### src/rtl/core/hhbt_pkg.sv
`timescale 1ns / 1ps

package hhbt_pkg;

  // header count limit and line characters
  localparam logic [7:0] HEADER_LIMIT = 8'd128;
  localparam logic [7:0] CH_CR        = 8'h0D;
  localparam logic [7:0] CH_LF        = 8'h0A;
  localparam logic [7:0] CH_SP        = 8'h20;
  localparam logic [7:0] CH_TAB       = 8'h09;
  localparam logic [7:0] CH_COLON     = 8'h3A;

  // result queue geometry
  localparam int FIFO_DEPTH = 4;
  localparam int PTR_W      = $clog2(FIFO_DEPTH);
  localparam int CNT_W      = $clog2(FIFO_DEPTH + 1);

  // phases
  localparam logic [1:0] PH_REQ  = 2'd0;
  localparam logic [1:0] PH_HDR  = 2'd1;
  localparam logic [1:0] PH_BODY = 2'd2;

  // field tags
  localparam logic [3:0] TAG_BLANK   = 4'd0;
  localparam logic [3:0] TAG_METHOD  = 4'd1;
  localparam logic [3:0] TAG_EXTRA   = 4'd4;
  localparam logic [3:0] TAG_HNAME   = 4'd5;
  localparam logic [3:0] TAG_HVALUE  = 4'd6;
  localparam logic [3:0] TAG_CRLF    = 4'd7;
  localparam logic [3:0] TAG_BODY    = 4'd8;

  // line events
  localparam logic [2:0] EV_NONE      = 3'd0;
  localparam logic [2:0] EV_REQ_DONE  = 3'd1;
  localparam logic [2:0] EV_HDR_TAKEN = 3'd2;
  localparam logic [2:0] EV_HDR_DROP  = 3'd3;
  localparam logic [2:0] EV_HDR_END   = 3'd4;
  localparam logic [2:0] EV_REQ_BAD   = 3'd5;

  typedef struct packed {
    logic [7:0] out_byte;
    logic [3:0] field_tag;
    logic [7:0] header_index;
    logic [2:0] line_event;
    logic       last_of_run;
  } res_t;

  typedef struct packed {
    logic [1:0] phase;
    logic       cr_held;
    logic       line_empty;
    logic [1:0] token_number;
    logic       inside_token;
    logic       colon_seen;
    logic       value_started;
    logic [7:0] headers_taken;
  } st_t;

  localparam st_t ST_RESET = '{
    phase: PH_REQ, cr_held: 1'b0, line_empty: 1'b1, token_number: 2'd0,
    inside_token: 1'b0, colon_seen: 1'b0, value_started: 1'b0,
    headers_taken: 8'd0
  };

endpackage

### src/rtl/core/hhbt_if.sv
`timescale 1ns / 1ps

// input byte channel
interface hhbt_in_if;
  logic       valid;
  logic       ready;
  logic [7:0] data_byte;

  modport source (output valid, output data_byte, input ready);
  modport sink   (input valid, input data_byte, output ready);
endinterface

// tagged result channel
interface hhbt_out_if;
  logic       valid;
  logic       ready;
  logic [7:0] out_byte;
  logic [3:0] field_tag;
  logic [7:0] header_index;
  logic [2:0] line_event;
  logic       last_of_run;

  modport source (output valid, output out_byte, output field_tag,
                  output header_index, output line_event, output last_of_run,
                  input ready);
  modport sink   (input valid, input out_byte, input field_tag,
                  input header_index, input line_event, input last_of_run,
                  output ready);
endinterface

### src/rtl/core/hhbt_classify.sv
`timescale 1ns / 1ps

module hhbt_classify
  import hhbt_pkg::*;
(
  input  st_t        st,
  input  logic [7:0] data_byte,
  output st_t        st_nxt,
  output res_t       res0,
  output res_t       res1,
  output logic [1:0] res_n
);

  typedef struct packed {
    st_t        st;
    logic [3:0] tag;
  } cls_t;

  typedef struct packed {
    st_t        st;
    logic [2:0] ev;
  } eol_t;

  function automatic logic is_blank(input logic [7:0] c);
    return (c == CH_SP) || (c == CH_TAB);
  endfunction

  // tag one ordinary byte and advance the token/header flags
  function automatic cls_t classify(input st_t s, input logic [7:0] c);
    cls_t r;
    r.st = s;
    r.st.line_empty = 1'b0;
    r.tag = TAG_BLANK;
    if (s.phase == PH_REQ) begin
      if (is_blank(c)) begin
        if (s.inside_token) begin
          r.st.inside_token = 1'b0;
          if (s.token_number != 2'd3) r.st.token_number = s.token_number + 2'd1;
        end
      end else begin
        r.st.inside_token = 1'b1;
        r.tag = (s.token_number != 2'd3) ? ({2'b00, s.token_number} + TAG_METHOD)
                                         : TAG_EXTRA;
      end
    end else if (!s.colon_seen) begin
      if (c == CH_COLON) begin
        r.st.colon_seen = 1'b1;
      end else begin
        r.tag = TAG_HNAME;
      end
    end else if (!s.value_started && is_blank(c)) begin
      r.tag = TAG_BLANK;
    end else begin
      r.st.value_started = 1'b1;
      r.tag = TAG_HVALUE;
    end
    return r;
  endfunction

  // close a line at cr lf and pick its event
  function automatic eol_t end_line(input st_t s);
    eol_t r;
    logic tok3;
    tok3 = (s.token_number == 2'd3) || (s.token_number == 2'd2 && s.inside_token);
    r.st = s;
    if (s.line_empty) begin
      r.ev = EV_HDR_END;
      r.st.phase = PH_BODY;
    end else if (s.phase == PH_REQ) begin
      r.ev = tok3 ? EV_REQ_DONE : EV_REQ_BAD;
      r.st.phase = PH_HDR;
    end else if (s.colon_seen && (s.headers_taken < HEADER_LIMIT)) begin
      r.st.headers_taken = s.headers_taken + 8'd1;
      r.ev = EV_HDR_TAKEN;
    end else begin
      r.ev = EV_HDR_DROP;
    end
    r.st.line_empty    = 1'b1;
    r.st.token_number  = 2'd0;
    r.st.inside_token  = 1'b0;
    r.st.colon_seen    = 1'b0;
    r.st.value_started = 1'b0;
    return r;
  endfunction

  // per-byte decision, up to two results
  always_comb begin
    cls_t       c0;
    cls_t       c1;
    eol_t       e;
    logic [7:0] idx;
    st_t        s;
    c0 = '0;
    c1 = '0;
    e  = '0;
    s  = st;
    idx = (st.phase == PH_REQ) ? 8'd0 : st.headers_taken;
    st_nxt = st;
    res0 = '0;
    res1 = '0;
    res_n = 2'd0;
    if (st.phase[1]) begin
      // body and unused phase code
      res0 = '{data_byte, TAG_BODY, st.headers_taken, EV_NONE, 1'b0};
      res_n = 2'd1;
    end else if (st.cr_held) begin
      s.cr_held = 1'b0;
      if (data_byte == CH_LF) begin
        e = end_line(s);
        st_nxt = e.st;
        res0 = '{CH_CR, TAG_CRLF, idx, EV_NONE, 1'b0};
        res1 = '{CH_LF, TAG_CRLF, idx, e.ev, 1'b0};
        res_n = 2'd2;
      end else begin
        // held cr turns into an ordinary byte
        c0 = classify(s, CH_CR);
        res0 = '{CH_CR, c0.tag, idx, EV_NONE, 1'b0};
        if (data_byte == CH_CR) begin
          st_nxt = c0.st;
          st_nxt.cr_held = 1'b1;
          res_n = 2'd1;
        end else begin
          c1 = classify(c0.st, data_byte);
          st_nxt = c1.st;
          res1 = '{data_byte, c1.tag, idx, EV_NONE, 1'b0};
          res_n = 2'd2;
        end
      end
    end else if (data_byte == CH_CR) begin
      st_nxt.cr_held = 1'b1;
    end else begin
      c0 = classify(st, data_byte);
      st_nxt = c0.st;
      res0 = '{data_byte, c0.tag, idx, EV_NONE, 1'b0};
      res_n = 2'd1;
    end
    res0.last_of_run = (res_n == 2'd1);
    res1.last_of_run = 1'b1;
  end

endmodule

### src/rtl/core/http_header_byte_tokenizer_core.sv
`timescale 1ns / 1ps

// http request byte tokenizer
// in_ch: one raw byte per word (data_byte), valid/ready handshake.
// out_ch: one tagged byte per word (out_byte, field_tag, header_index,
//   line_event, last_of_run); a byte yields zero, one or two words, and
//   last_of_run marks the final word of each input byte.
// a cr in the request line or headers is held and shows up together with
//   the following byte, so it yields no word on its own cycle.
// an accepted byte's words enter the result queue at the edge that accepts it.
// throughput: one byte per cycle while bytes yield one word each and the
//   receiver keeps up; a byte that yields two words (cr lf, or a held cr
//   released) leaves through the single-word output port one word at a time.
// results sit in a four-word queue; in_ch.ready is high while the queue
//   has room for two words, so a stalled receiver backs up to the input
//   as soon as three or four words are queued and nothing is lost.
// reset (rst_n low, synchronous): queue empties, parser returns to the
//   start of the request line with a header count of zero.
module http_header_byte_tokenizer_core
  import hhbt_pkg::*;
(
  input  logic             clk,
  input  logic             rst_n,
  hhbt_in_if.sink          in_ch,
  hhbt_out_if.source       out_ch
);

  st_t              st_r;
  st_t              st_nxt;
  res_t             res0;
  res_t             res1;
  logic [1:0]       res_n;
  res_t             mem_r [FIFO_DEPTH];
  logic [PTR_W-1:0] wptr_r;
  logic [PTR_W-1:0] rptr_r;
  logic [CNT_W-1:0] cnt_r;
  logic             in_fire;
  logic             out_fire;
  res_t             head;

  hhbt_classify u_classify (
    .st        (st_r),
    .data_byte (in_ch.data_byte),
    .st_nxt    (st_nxt),
    .res0      (res0),
    .res1      (res1),
    .res_n     (res_n)
  );

  assign in_ch.ready = (cnt_r <= CNT_W'(FIFO_DEPTH - 2));
  assign in_fire     = in_ch.valid && in_ch.ready;
  assign out_fire    = out_ch.valid && out_ch.ready;

  // parser state
  always_ff @(posedge clk) begin
    if (!rst_n) begin
      st_r <= ST_RESET;
    end else if (in_fire) begin
      st_r <= st_nxt;
    end
  end

  // result queue storage
  always_ff @(posedge clk) begin
    if (in_fire && res_n != 2'd0) begin
      mem_r[wptr_r] <= res0;
    end
    if (in_fire && res_n == 2'd2) begin
      mem_r[wptr_r + PTR_W'(1)] <= res1;
    end
  end

  // queue pointers and fill count
  always_ff @(posedge clk) begin
    if (!rst_n) begin
      wptr_r <= '0;
      rptr_r <= '0;
      cnt_r  <= '0;
    end else begin
      if (in_fire) begin
        wptr_r <= wptr_r + PTR_W'(res_n);
      end
      if (out_fire) begin
        rptr_r <= rptr_r + PTR_W'(1);
      end
      cnt_r <= cnt_r + (in_fire ? CNT_W'(res_n) : CNT_W'(0))
                     - (out_fire ? CNT_W'(1) : CNT_W'(0));
    end
  end

  // output word from queue head
  assign head                = mem_r[rptr_r];
  assign out_ch.valid        = (cnt_r != '0);
  assign out_ch.out_byte     = head.out_byte;
  assign out_ch.field_tag    = head.field_tag;
  assign out_ch.header_index = head.header_index;
  assign out_ch.line_event   = head.line_event;
  assign out_ch.last_of_run  = head.last_of_run;

  // queue never overfills
  a_cnt_bound: assert property (@(posedge clk) disable iff (!rst_n)
    cnt_r <= CNT_W'(FIFO_DEPTH))
    else $error("result queue overfilled");

  // a pair is written at once, so its second word is already queued
  a_pair_whole: assert property (@(posedge clk) disable iff (!rst_n)
    out_ch.valid && !out_ch.last_of_run |-> cnt_r >= CNT_W'(2))
    else $error("first word of a pair without its partner");

  // a byte that yields words shows one on the next cycle
  a_word_follows: assert property (@(posedge clk) disable iff (!rst_n)
    in_fire && res_n != 2'd0 |=> out_ch.valid)
    else $error("accepted byte produced no queued word");

  // line events only ride on line-end words
  a_event_tag: assert property (@(posedge clk) disable iff (!rst_n)
    out_ch.valid && out_ch.line_event != EV_NONE |-> out_ch.field_tag == TAG_CRLF)
    else $error("line event on a word that is not a line end");

endmodule

### src/flat_wrapper.sv
// flat-port wrapper written by rule: the top's interface ports become plain ports
module http_header_byte_tokenizer_core_flat import hhbt_pkg::*;
  (clk, rst_n, in_ch_valid, in_ch_data_byte, in_ch_ready, out_ch_valid, out_ch_out_byte, out_ch_field_tag, out_ch_header_index, out_ch_line_event, out_ch_last_of_run, out_ch_ready);
  hhbt_in_if in_ch_i ();
  hhbt_out_if out_ch_i ();
  input  logic clk;
  input  logic rst_n;
  input wire logic [$bits(in_ch_i.valid)-1:0] in_ch_valid;
  input wire logic [$bits(in_ch_i.data_byte)-1:0] in_ch_data_byte;
  output wire logic [$bits(in_ch_i.ready)-1:0] in_ch_ready;
  output wire logic [$bits(out_ch_i.valid)-1:0] out_ch_valid;
  output wire logic [$bits(out_ch_i.out_byte)-1:0] out_ch_out_byte;
  output wire logic [$bits(out_ch_i.field_tag)-1:0] out_ch_field_tag;
  output wire logic [$bits(out_ch_i.header_index)-1:0] out_ch_header_index;
  output wire logic [$bits(out_ch_i.line_event)-1:0] out_ch_line_event;
  output wire logic [$bits(out_ch_i.last_of_run)-1:0] out_ch_last_of_run;
  input wire logic [$bits(out_ch_i.ready)-1:0] out_ch_ready;
  assign in_ch_i.valid = in_ch_valid;
  assign in_ch_i.data_byte = in_ch_data_byte;
  assign in_ch_ready = in_ch_i.ready;
  assign out_ch_valid = out_ch_i.valid;
  assign out_ch_out_byte = out_ch_i.out_byte;
  assign out_ch_field_tag = out_ch_i.field_tag;
  assign out_ch_header_index = out_ch_i.header_index;
  assign out_ch_line_event = out_ch_i.line_event;
  assign out_ch_last_of_run = out_ch_i.last_of_run;
  assign out_ch_i.ready = out_ch_ready;
  http_header_byte_tokenizer_core u_core (.clk(clk), .rst_n(rst_n), .in_ch(in_ch_i), .out_ch(out_ch_i));
endmodule
### config.mk
export PLATFORM = sky130hd
export DESIGN_NAME = http_header_byte_tokenizer_core_flat
export DESIGN_NICKNAME = d
export VERILOG_FILES = /design/src/rtl/core/hhbt_pkg.sv /design/src/rtl/core/hhbt_if.sv /design/src/rtl/core/hhbt_classify.sv /design/src/rtl/core/http_header_byte_tokenizer_core.sv /design/src/flat_wrapper.sv
export SDC_FILE = /design/constraint.sdc
export NUM_CORES = 1
export LEC_CHECK = 0
export BUFFER_PORTS_ARGS = -buffer_cell sky130_fd_sc_hd__clkbuf_2
export CORE_ASPECT_RATIO = 2
export CORE_UTILIZATION = 45
export CTS_BUF_LIST = sky130_fd_sc_hd__clkbuf_2
export CTS_CLUSTER_DIAMETER = 30
export CTS_CLUSTER_SIZE = 10
export DETAILED_ROUTE_END_ITERATION = 10
export PLACE_DENSITY_LB_ADDON = 0.12
export SYNTH_ARGS = -nofsm -noshare
export SYNTH_HDL_FRONTEND = slang
export SYNTH_SLANG_ARGS = --single-unit
### constraint.sdc
create_clock -name clk -period 2.65 [get_ports clk]
set_clock_uncertainty 0.05 [all_clocks]
set_input_delay 0.53 -clock clk [delete_from_list [all_inputs] [get_ports clk]]
set_output_delay 0.53 -clock clk [all_outputs]
set_load 0.005 [all_outputs]
==> flow_summary.toml, run 1 <==
[worst_setup_path]
kind_of_launch_point_of_the_worst_setup_path = "flip-flop"
worstPathMaxFanout = 6
worst_r2r_startpoint = "u_core.cnt_r[0]$_SDFF_PN0_"
critical_path.endpoint_type = "output port"
path_class = "flip-flop to output port"
timing.critical_path.arrival_ps = 2000
worst_ep_required_ps = 2070

[floorplan]
num_rows = 59
initial_util = 0.463
fp.dieArea_um2 = 13900
fp.dieH_um = 166
die_w_um = 84.0
design.core.area_um2 = 13100
design.portCount = 38

[placed_design]
placed_cell_areas_um2 = 6770
place.detailed.hpwl_mm = 12.1
preCtsSetupSlack_ps = -16.6
place.port_buffers = 37
routabilityCongestion = 0.884

[synth]
cell_area_synth_um2 = 6050
synth-edff-count = 88
synthDistinctLibCells = 69
ys_seq_elements = 122
syn-num-nets = 541
synthesis.instances = 519
synth-async-reset-ratio = 0
yosys_warnings = 0
synth_ff_type = "edfxtp_1"
synth.avg_cell_area_um2 = 11.6
synth_seq_area_share = 0.550

[min_path]
tightest_hold_check_type = "input pin to flip-flop"
worst_hold_startpoint = "rst_n"

[timing]
maxClockFrequency_mhz = 388
finalCritPeriodShare = 0.973
hold_violations = 0
worst_slack_ps = 70.8
relSlewSlack = 0.382
drv_slew = 0
hold_slack_ps = 163
grt_setup_unrepaired = "true"
measured_slew_at_the_worst_slew_check_pin_ps = 917
min_period_ps = 2580
finalSetupViolations = 0

[clock_tree]
clock_insertion_delay_worst_skew_ps = 710
cts_buffer_depth = 2
tritoncts = "yes"
cts_num_sinks = 122
clock-root-buffer = "clkbuf_2"
postCtsHoldBufs = 0
ctsHtreeMaxLevel = 4
cts_inserted_buffers = 17
clk_transition_reported_paths_ps = 180

[run]
max_cap_viol_count = 0

[drt]
number_of_drc_violations_after_detailed_routing = 5
drt-total-wl_mm = 16.9
detail_route.wl_per_cell_um = 21.9
number_of_nets_still_failing_antenna_checks_after_routing = 0
detailedRoute.firstIterationViolations = 317
detail_routed_via_count_per_cell = 5.93
route.vias.total = 4580
drt_pre_antenna_iters = 9

[layout]
final_layout_size_suffix_gt1_frac = 0.273
nets = 628
mostFrequentLayoutCells = "edfxtp_1 (88), nor2_1 (71), buf_4 (60), clkbuf_2 (54), nand2_1 (34)"
area_growth_pct = 16.5
final_cell_area_um2 = 7050
fillCellCount = 1163
fin_util = 0.539
mostFrequentLayoutCell = "edfxtp_1"

[grt]
global_route_wire_length_before_repair_mm = 26.1
grt_antenna_before_repair = 1
grt_start_max_net_pins = 25
first_global_vias = 4767
sum_of_overflow_across_all_layers_after_global_routing = 0
grt_usage = 0.253

[power]
ir_worst_vdd_mv = 0.466
power_per_cell_area_nw_per_um2 = 690
static-leakage-power_nw = 2.50
design_power_total_mw = 4.86

[run_status]
violations = "design-rule violations"
run_status = "finished, violations left"
==> metrics by stage <==
step	TNS [ps]	cells
3_3_place_gp	-7.46	736
5_1_grt	-148	772
6_report	0	772
4_1_cts	-5.51	770
3_5_place_dp	-41.8	736
2_1_floorplan	0	519
==> logic make-up after synthesis <==
group           count (synthesis)  synth area share
mux                            26            0.0927
compound gates                100             0.113
buf+inv                        50            0.0337
xor+xnor                       12            0.0174
simple gates                  199             0.172
fa+ha+maj                      10            0.0219
flops                         122             0.550
==> layer usage <==
layer  share of wire  global-route usage  vias to the layer above
li1                -                   -                     2124
met1            0.37               0.262                     2252
met2            0.57               0.485                      156
met3           0.030              0.0373                       48
met4           0.035               0.121                        0
met5               0                   0                        -
==> final timing paths <==
kind                                      endpoint  slack (ps)  cells after the start
hold / removal        u_core.st_r[11]$_SDFFE_PN0P_         160                      3
hold reg to reg   u_core.mem_r[1][15]$_SDFFE_PP0P_         450                      1
setup / recovery                out_ch_out_byte[3]          70                      3
setup reg to reg        u_core.cnt_r[2]$_SDFF_PN0_         270                     10
==> registers in the layout, indices dropped and copies added, names as in the netlist, named ones only <==
name	count
u_core.mem_r	96
u_core.st_r	17
u_core.wptr_r	2
u_core.rptr_r	2
u_core.cnt_r	3
==> critical path: stages, from the launching register on <==
cell,delay (ps)
dfxtp_4,480
clkbuf_16,200
mux4_2,510
clkbuf_2,130
==> repair_timing <==
action,in CTS,in global routing
setup buffers,1,0
endpoints found under the setup margin,9,5
cloned,1,1
resized for setup,2,0
==> area by class of cell <==
type | count | area [um^2] | share of cell area
Tap cell | 152 | 190 | 0.0270
Sequential cell | 122 | 3330 | 0.472
Inverter | 17 | 67.6 | 0.00959
Antenna cell | 1 | 2.50 | 0.000355
Clock buffer | 17 | 85.1 | 0.0121
Timing Repair Buffer | 101 | 728 | 0.103
Clock inverter | 15 | 126 | 0.0179
Multi-Input combinational cell | 347 | 2520 | 0.357
==> Yosys cell counts (all sizes together) (3+ instances only) <==
| master | n | area share |
|---|---|---|
| and3 | 12 | 0.012 |
| a211oi | 4 | 0.0050 |
| clkbuf | 17 | 0.011 |
| a21oi | 18 | 0.015 |
| xnor2 | 5 | 0.0072 |
| inv | 16 | 0.0099 |
| dfxtp | 34 | 0.11 |
| nor3 | 6 | 0.0077 |
| a21o | 4 | 0.0050 |
| nand2b | 4 | 0.0041 |
| o21a | 3 | 0.0037 |
| nor3b | 6 | 0.0074 |
| o22ai | 15 | 0.016 |
| buf | 16 | 0.013 |
| nand4 | 5 | 0.0052 |
| and2 | 14 | 0.014 |
| mux4 | 24 | 0.089 |
| xor2 | 7 | 0.010 |
| o211ai | 4 | 0.0050 |
| o31ai | 3 | 0.0037 |
| o21ai | 21 | 0.017 |
| or3 | 5 | 0.0052 |
| nand2 | 34 | 0.021 |
| nand3 | 14 | 0.012 |
| nand3b | 3 | 0.0037 |
| nor4 | 6 | 0.011 |
| nor2b | 8 | 0.0083 |
| nor2 | 72 | 0.045 |
| ha | 9 | 0.019 |
| or2 | 4 | 0.0041 |
| edfxtp | 88 | 0.44 |
| a22o | 4 | 0.0058 |
==> where the power goes <==
group / internal, mW / total (mW) / switching [mW] / leakage (nW)
combinational: 0.722 / 1.42 / 0.698 / 1.33
clock: 0.334 / 1.09 / 0.756 / 0.122
sequential: 2.25 / 2.35 / 0.101 / 1.05
(Power assumes the default switching activity.)
==> run 2: changes to the inputs <==
--- a/config.mk
+++ b/config.mk
@@ -6,6 +6,8 @@
 export NUM_CORES = 1
 export LEC_CHECK = 0
 export BUFFER_PORTS_ARGS = -buffer_cell sky130_fd_sc_hd__clkbuf_2
+export CELL_PAD_IN_SITES_DETAIL_PLACEMENT = 0
+export CELL_PAD_IN_SITES_GLOBAL_PLACEMENT = 1
 export CORE_ASPECT_RATIO = 2
 export CORE_UTILIZATION = 45
 export CTS_BUF_LIST = sky130_fd_sc_hd__clkbuf_2
==> flow_summary.toml, run 2 (synthesis gave the netlist of run 1 again) <==
[placed_design]
routabilityCongestion = 0.902
place.detailed.hpwl_mm = 12.4
number_of_cells_in_the_design_after_placement = 740
place.port_buffers = 37

[grt]
sum_of_overflow_across_all_layers_after_global_routing = 0
grt_usage = 0.252
grt_antenna_before_repair = 1
global_route_wire_length_before_repair_mm = 26.2
first_global_vias = 4641
grt_start_max_net_pins = 25

[worst_setup_path]
kind_of_launch_point_of_the_worst_setup_path = "flip-flop"
timing.critical_path.arrival_ps = 2020
worst_ep_required_ps = 2070
max_stage_delay_cell_worst_path = "mux4_2"
critical_path.endpoint_type = "output port"
path_class = "flip-flop to output port"
timing.critical_path.cells = "buf_12, mux4_2, clkbuf_2"
worstPathMaxFanout = 12
ff2ff_setup_slack_ps = 240
critical_path.max_stage_delay_ps = 600

[floorplan]
num_rows = 59
initial_util = 0.463
die_w_um = 84.0
design.portCount = 38
fp.dieH_um = 166
design.core.area_um2 = 13100
fp.dieArea_um2 = 13900

[clock_tree]
tritoncts = "yes"
cts_num_sinks = 122
ctsHtreeMaxLevel = 4
clock-root-buffer = "clkbuf_2"
clock_insertion_delay_worst_skew_ps = 670
clk_transition_reported_paths_ps = 230
cts_buffer_depth = 2
cts_inserted_buffers = 17

[layout]
area_growth_pct = 17.2
largest_register = "u_core.mem_r"
largest_register_ffs = 96
nets = 631
final_layout_size_suffix_gt1_frac = 0.280
top_regs = "u_core.mem_r: 96 flops, u_core.st_r: 17 flops, u_core.cnt_r: 3 flops"
mostFrequentLayoutCell = "edfxtp_1"
mostFrequentLayoutCells = "edfxtp_1 (88), nor2_1 (71), buf_4 (63), clkbuf_2 (54), nand2_1 (34)"
final-instance-count-excl-fill = 775

[power]
power_frac_clock = 0.238
power_per_cell_area_nw_per_um2 = 690
netSwitchingPower_mw = 1.63
ir_worst_vdd_mv = 0.431
p_seq_frac = 0.478
power.share.switching = 0.333
p_int_mw = 3.26
fraction_of_power_consumed_by_combinational_cells = 0.284
design_power_total_mw = 4.89
static-leakage-power_nw = 2.52

[drt]
route.vias.total = 4517
detail_route.wl_per_cell_um = 21.7
number_of_drc_violations_after_detailed_routing = 4
detail_routed_via_count_per_cell = 5.83
drt-total-wl_mm = 16.8
drt_pre_antenna_iters = 8
detailedRoute.firstIterationViolations = 302
number_of_nets_still_failing_antenna_checks_after_routing = 0

[timing]
drv_slew = 0
grt_setup_unrepaired = "true"
relSlewSlack = 0.469
finalCritPeriodShare = 0.980
maxClockFrequency_mhz = 385
finalSetupViolations = 0
min_period_ps = 2600
hold_violations = 0
measured_slew_at_the_worst_slew_check_pin_ps = 788

[min_path]
tightest_hold_check_type = "input pin to flip-flop"

[run]
max_cap_viol_count = 0

[run_status]
violations = "design-rule violations"
run_status = "finished, violations left"
-- run 2: stage by stage --
step / TNS, ps / area [um^2] / worst slack, ps / hold slack [ps] / util
6_report: 0 / 7080 / 53.8 / 140 / 0.542
2_1_floorplan: 0 / 6050 / 39.2 / 387 / -
3_5_place_dp: -522 / 6800 / -63.5 / 407 / 0.520
5_1_grt: -403 / 7080 / -41.6 / 94.7 / 0.542
3_3_place_gp: -46.8 / 6800 / -12.8 / 397 / 0.520
4_1_cts: -647 / 7070 / -58.7 / 93.1 / 0.541
-- run 2: critical path: cells and delay by family (launching register included) --
family | cells | cell delay, ps
mux | 1 | 600
flops | 1 | 430
buf+inv | 2 | 320
-- run 2: layout make-up --
class	instances	area (um^2)
fill	1179	5980
sequential	122	3330
multi-input combinational	347	2520
timing repair buffer	104	746
tap	152	190
clock inverter	15	146
clock buffer	17	85.1
inverter	17	67.6
antenna	1	2.50
-- run 2: path summary, 6_finish.rpt --
kind,from,to,cells after the start
worst max-delay path,flip-flop,out_ch_last_of_run,3
worst min-delay path,rst_n,u_core.st_r[11]$_SDFFE_PN0P_,3
worst max register to register,u_core.cnt_r[0]$_SDFF_PN0_,u_core.cnt_r[2]$_SDFF_PN0_,10
worst min register to register,u_core.st_r[1]$_SDFFE_PN0P_,u_core.st_r[1]$_SDFFE_PN0P_,2
-- run 2: what timing repair did --
item	CTS	global route
buffers inserted	0	1
hold buffers	0	0
endpoints found under the setup margin	5	14
gates resized for setup	1	1
endpoints found under the hold margin	0	0
gates cloned	1	0
-- run 2: routing by layer --
layer  share of wire  GRT usage
met1            0.37      0.269
met2            0.55      0.467
met3           0.036     0.0383
met4           0.048      0.138
met5               0          0
-- run 2: power by group through the flow --
| stage | logic, mW | registers (mW) | clock network, mW |
|---|---|---|---|
| 2_1_floorplan | 0.819 | 2.34 | 0 |
| 3_3_place_gp | 1.34 | 2.36 | 0 |
| 3_5_place_dp | 1.34 | 2.37 | 0 |
| 4_1_cts | 1.39 | 2.34 | 1.19 |
| 5_1_grt | 1.52 | 2.35 | 1.27 |
| 6_report | 1.39 | 2.33 | 1.16 |
